[config.mk]
export PLATFORM = sky130hd
export DESIGN_NAME = jst_ctrl
export DESIGN_NICKNAME = d
export VERILOG_FILES = /design/src/rtl/jst_pkg.sv /design/src/rtl/jst_ctrl.sv
export SDC_FILE = /design/constraint.sdc
export NUM_CORES = 1
export LEC_CHECK = 0
export BUFFER_PORTS_ARGS = -buffer_cell sky130_fd_sc_hd__buf_2
export CORE_AREA = 2 2 39 41
export CTS_CLUSTER_DIAMETER = 80
export DETAILED_ROUTE_END_ITERATION = 6
export DIE_AREA = 0 0 41 43
export SYNTH_ARGS = -nofsm -noshare
export SYNTH_HDL_FRONTEND = slang
export SYNTH_SLANG_ARGS = --single-unit
[constraint.sdc]
create_clock -name clk -period 1.3 [get_ports clk]
set_clock_uncertainty 0.1 [all_clocks]
set_input_delay 0.13 -clock clk [delete_from_list [all_inputs] [get_ports clk]]
set_output_delay 0.13 -clock clk [all_outputs]
set_load 0.01 [all_outputs]
[src/rtl/jst_pkg.sv]
// Shared constants, operation codes and controller/datapath interface types
// for the job slot table. No dependencies.
`default_nettype none

package jst_pkg;

  localparam int SLOTS      = 256;
  localparam int SEL_RANGE  = 256;
  localparam int USED_SLOTS = (SLOTS < SEL_RANGE) ? SLOTS : SEL_RANGE;
  localparam int SLOT_W     = $clog2(USED_SLOTS);
  localparam int CNT_W      = SLOT_W + 1;
  localparam int KIND_W     = 3;
  localparam int ID_W       = 31;
  localparam int SEL_W      = 8;
  localparam int FLAG_W     = 3;

  localparam logic [KIND_W-1:0] OP_ALLOC   = KIND_W'(0);
  localparam logic [KIND_W-1:0] OP_FIND    = KIND_W'(1);
  localparam logic [KIND_W-1:0] OP_RELEASE = KIND_W'(2);
  localparam logic [KIND_W-1:0] OP_ADD     = KIND_W'(3);
  localparam logic [KIND_W-1:0] OP_READ    = KIND_W'(4);

  typedef struct packed {
    logic load;
    logic rd_sel;
    logic sel_wb;
    logic alloc_step;
    logic find_step;
    logic publish;
  } jst_cmd_t;

  typedef struct packed {
    logic alloc_hit;
    logic alloc_last;
    logic find_hit;
    logic find_last;
  } jst_stat_t;

endpackage

`default_nettype wire

[src/rtl/jst_ctrl.sv]
// Controller state machine of the job slot table: sequences one word at a
// time through the datapath and owns the output valid. Depends on jst_pkg.
`default_nettype none

module jst_ctrl (
  input  wire logic                       clk,
  input  wire logic                       rst,
  input  wire logic                       in_valid,
  output logic                            in_ready,
  input  wire logic [jst_pkg::KIND_W-1:0] kind,
  output logic                            out_valid,
  input  wire logic                       out_ready,
  output jst_pkg::jst_cmd_t               cmd,
  input  wire jst_pkg::jst_stat_t         stat
);

  typedef enum logic [2:0] {
    ST_IDLE,
    ST_SEL_RD,
    ST_SEL_WB,
    ST_ALLOC,
    ST_FIND,
    ST_DONE
  } state_t;

  state_t state;
  state_t state_next;

  assign in_ready = (state == ST_IDLE);

  always_comb begin
    cmd            = '0;
    state_next     = state;
    case (state)
      ST_IDLE: begin
        cmd.load = in_valid;
        if (in_valid) begin
          case (kind)
            jst_pkg::OP_ALLOC:   state_next = ST_ALLOC;
            jst_pkg::OP_FIND:    state_next = ST_FIND;
            jst_pkg::OP_RELEASE: state_next = ST_SEL_RD;
            jst_pkg::OP_ADD:     state_next = ST_SEL_RD;
            jst_pkg::OP_READ:    state_next = ST_SEL_RD;
            default:             state_next = ST_DONE;
          endcase
        end
      end
      ST_SEL_RD: begin
        cmd.rd_sel = 1'b1;
        state_next = ST_SEL_WB;
      end
      ST_SEL_WB: begin
        cmd.sel_wb = 1'b1;
        state_next = ST_DONE;
      end
      ST_ALLOC: begin
        cmd.alloc_step = 1'b1;
        if (stat.alloc_hit || stat.alloc_last) begin
          state_next = ST_DONE;
        end
      end
      ST_FIND: begin
        cmd.find_step = 1'b1;
        if (stat.find_hit || stat.find_last) begin
          state_next = ST_DONE;
        end
      end
      ST_DONE: begin
        // The result moves to the output register once that is free.
        cmd.publish = !out_valid || out_ready;
        if (cmd.publish) begin
          state_next = ST_IDLE;
        end
      end
      default: begin
        state_next = ST_IDLE;
      end
    endcase
  end

  always_ff @(posedge clk) begin
    if (rst) begin
      state     <= ST_IDLE;
      out_valid <= 1'b0;
    end else begin
      state <= state_next;
      if (cmd.publish) begin
        out_valid <= 1'b1;
      end else if (out_ready) begin
        out_valid <= 1'b0;
      end
    end
  end

  // A result never overwrites one that is still waiting.
  a_no_overwrite: assert property (@(posedge clk) disable iff (rst)
    cmd.publish |-> (!out_valid || out_ready))
    else $error("output overwritten");

  // At most one datapath command is issued per cycle.
  a_one_cmd: assert property (@(posedge clk) disable iff (rst)
    $onehot0({cmd.load, cmd.rd_sel, cmd.sel_wb, cmd.alloc_step, cmd.find_step, cmd.publish}))
    else $error("conflicting datapath commands");

  // Every accepted word is followed by a result: publish leads back to idle.
  a_publish_idle: assert property (@(posedge clk) disable iff (rst)
    cmd.publish |=> (state == ST_IDLE) && out_valid)
    else $error("publish did not return to idle");

endmodule

`default_nettype wire

==> results_dict.tcl <==
set metrics [dict create \
    relSlewSlack 0.812 \
    layout-drive-gt1-share 0.634 \
    netlist_area_um2 289 \
    drt_iter0_drc 2 \
    grt-ovfl-total 0 \
    synth_top_flop_cell "dfxtp_1" \
    drt.antenna.violating_nets 0 \
    period_share 1.03 \
    cp_data_arrival_time_ps 1110 \
    synth_common_cells "nor2_1 (6), nor3_1 (5), a21oi_1 (4), dfxtp_1 (4)" \
    first_global_vias 333 \
    r2r-end "state[0]" \
    area.growth.synth_to_final_pct 110 \
    num_rows 14 \
    wl_per_cell_um 11.0 \
    synth_most_common_cell "nor2_1" \
    start_util 0.209 \
    drv_slew 0 \
    place_area_um2 427 \
    synth.area.top_cells "dfxtp_1 (28%), nor3_1 (8.7%), nor2_1 (7.8%)" \
    die_h_um 43 \
    die_x_um 41 \
    whs_path_depth 4 \
    dpl.hpwl_um 613 \
    r2r_cells 5 \
    root_buffer "clkbuf_4" \
    grt_max_degree 8 \
    firstDrtPassIters 3 \
    cts_tree "built" \
    async_flop_share 0 \
    cp.required_ps 1070 \
    clock_sinks 4 \
    ys_types 18 \
    yosysSeqAreaShare 0.277 \
    worstSetupPathType "flop to output pin" \
    pin_count 19 \
    cts_buffers 3 \
    cp_max_fo 6 \
    antenna-diode-count 0 \
    drc_errors 0 \
    synth_top_area_share 0.277 \
    setup_slack_ps -37.9 \
    io_buffer_count 18 \
    clkTransAtPathRegs_ps 40 \
    hold_viol 0 \
    violations "negative setup slack" \
    cts_max_path_buffers 2 \
    r2r_start "state[0]" \
    finish.utilization 0.439 \
    core_area_um2 1380 \
    grt_antenna_before_repair 0 \
    htreeDepth 1 \
    grt_pass1_wl_um 1300 \
    track_usage 0.114 \
    cp-start-kind "flop" \
    vias 418 \
    fp.dieArea_um2 1760 \
    final_cell_area_um2 607 \
    vias_per_cell 4.80 \
    hold_end "state[1]" \
    rsz0062_at_grt "true" \
    hp-class "primary input to flop" \
    p_leak_nw 0.264 \
    ir_drop_mv 0.507 \
    clock_latency_ps 240 \
    ys_ff_latch 4 \
    maxCapViolations 0 \
    syn_inst 40 \
    avgSynthCellArea_um2 7.23 \
    synth_edf_count 0 \
    synth_top_cell_by_area "dfxtp_1" \
    finalNetCount 84 \
    hold_path_startpoint "stat[3]" \
    gp_congestion 0.705 \
    end_kind "output pin" \
    min_period_ps 1340 \
    ys_warn_count 0 \
    power_w 0.000786 \
    powerDensity_nw_per_um2 1300 \
    max_freq_ghz 0.747 \
    setup_viol_count_final 1 \
    synth_nets 51 \
    r2r_slack_ps 80 \
    status "finished, violations left" \
    tightest_slew_ps 280 \
    drt-total-wl_um 958 \
]
==> area by class of cell <==
class                   count  area [µm²]
clock buffers               3        22.5
fillers                   142         777
inverters                   1        3.75
multi-input cells          33         260
flip-flops and latches      4        91.3
well taps                  16        20.0
repair buffers             30         209
==> metrics by stage <==
step / worst slack (ps) / setup TNS, ps / hold WS (ps) / std cells
after floorplan: 67.1 / 0 / 99.1 / 40
after global placement: 43.9 / 0 / 248 / 77
after detailed placement: 28.4 / 0 / 248 / 77
after CTS: -30.7 / -30.7 / 126 / 85
after global routing: -93.9 / -179 / 149 / 87
final: -37.9 / -37.9 / 125 / 87
==> worst max-delay path, stage by stage, from the launching register on <==
cell     delay, ps
dfxtp_4        340
buf_6          130
nor4b_4        240
buf_2          160
==> cell families after synthesis <==
family                 Yosys count  share of synthesized area
DFF                              4                      0.277
buffers and inverters            3                     0.0476
AOI/OAI and AO/OA               11                      0.238
muxes                            1                     0.0346
and+or+nand+nor                 21                      0.403
==> how the worst max path moves through the flow <==
stage | start | end | cells after the start
2_1_floorplan | state[0] | cmd[5] | 2
3_3_place_gp | state[2] | state[0] | 4
3_5_place_dp | state[2] | state[0] | 4
4_1_cts | state[1] | cmd[5] | 3
5_1_grt | state[0] | cmd[5] | 3
6_report | state[0] | cmd[5] | 3
==> what timing repair did <==
action / 4_1_cts / 5_1_grt
buffers inserted: 4 / 2
setup endpoints to repair: 7 / 7
resized for setup: 14 / 10
endpoints found under the hold margin: 3 / 0
hold buffers: 1 / 0
pin swaps: 1 / 5
==> routing by layer <==
metal	GRT usage	wire, µm	up-vias
met1	0.113	359	190
met2	0.191	537	8
met3	0.0314	40	5
met5	0	0	-
met4	0.0800	21	0
li1	-	-	215
==> power breakdown <==
group | total (W) | switching, W | internal, W | leakage (nW)
clock network | 0.000153 | 0.0000495 | 0.000103 | 0.0138
registers | 0.000175 | 0.0000218 | 0.000153 | 0.0348
logic | 0.000459 | 0.000217 | 0.000242 | 0.216
==> layout by cell type, fill, tap and decap left out, drive strengths merged <==
master       count
a211oi           1
a311oi           1
a31oi            1
inv              1
nor3b            2
nor4             2
buf             29
nand2b           2
dlygate4sd3      1
nor2b            1
nor4b            2
nor3             5
nand3            1
mux2i            1
o21ai            4
dfxtp            4
nor2             6
clkbuf           3
a21oi            4
==> flip-flops by register name, indices dropped and copies added (netlist names) <==
signal,cells
state,3
out_valid,1
Power figures use the tool's default switching activity.
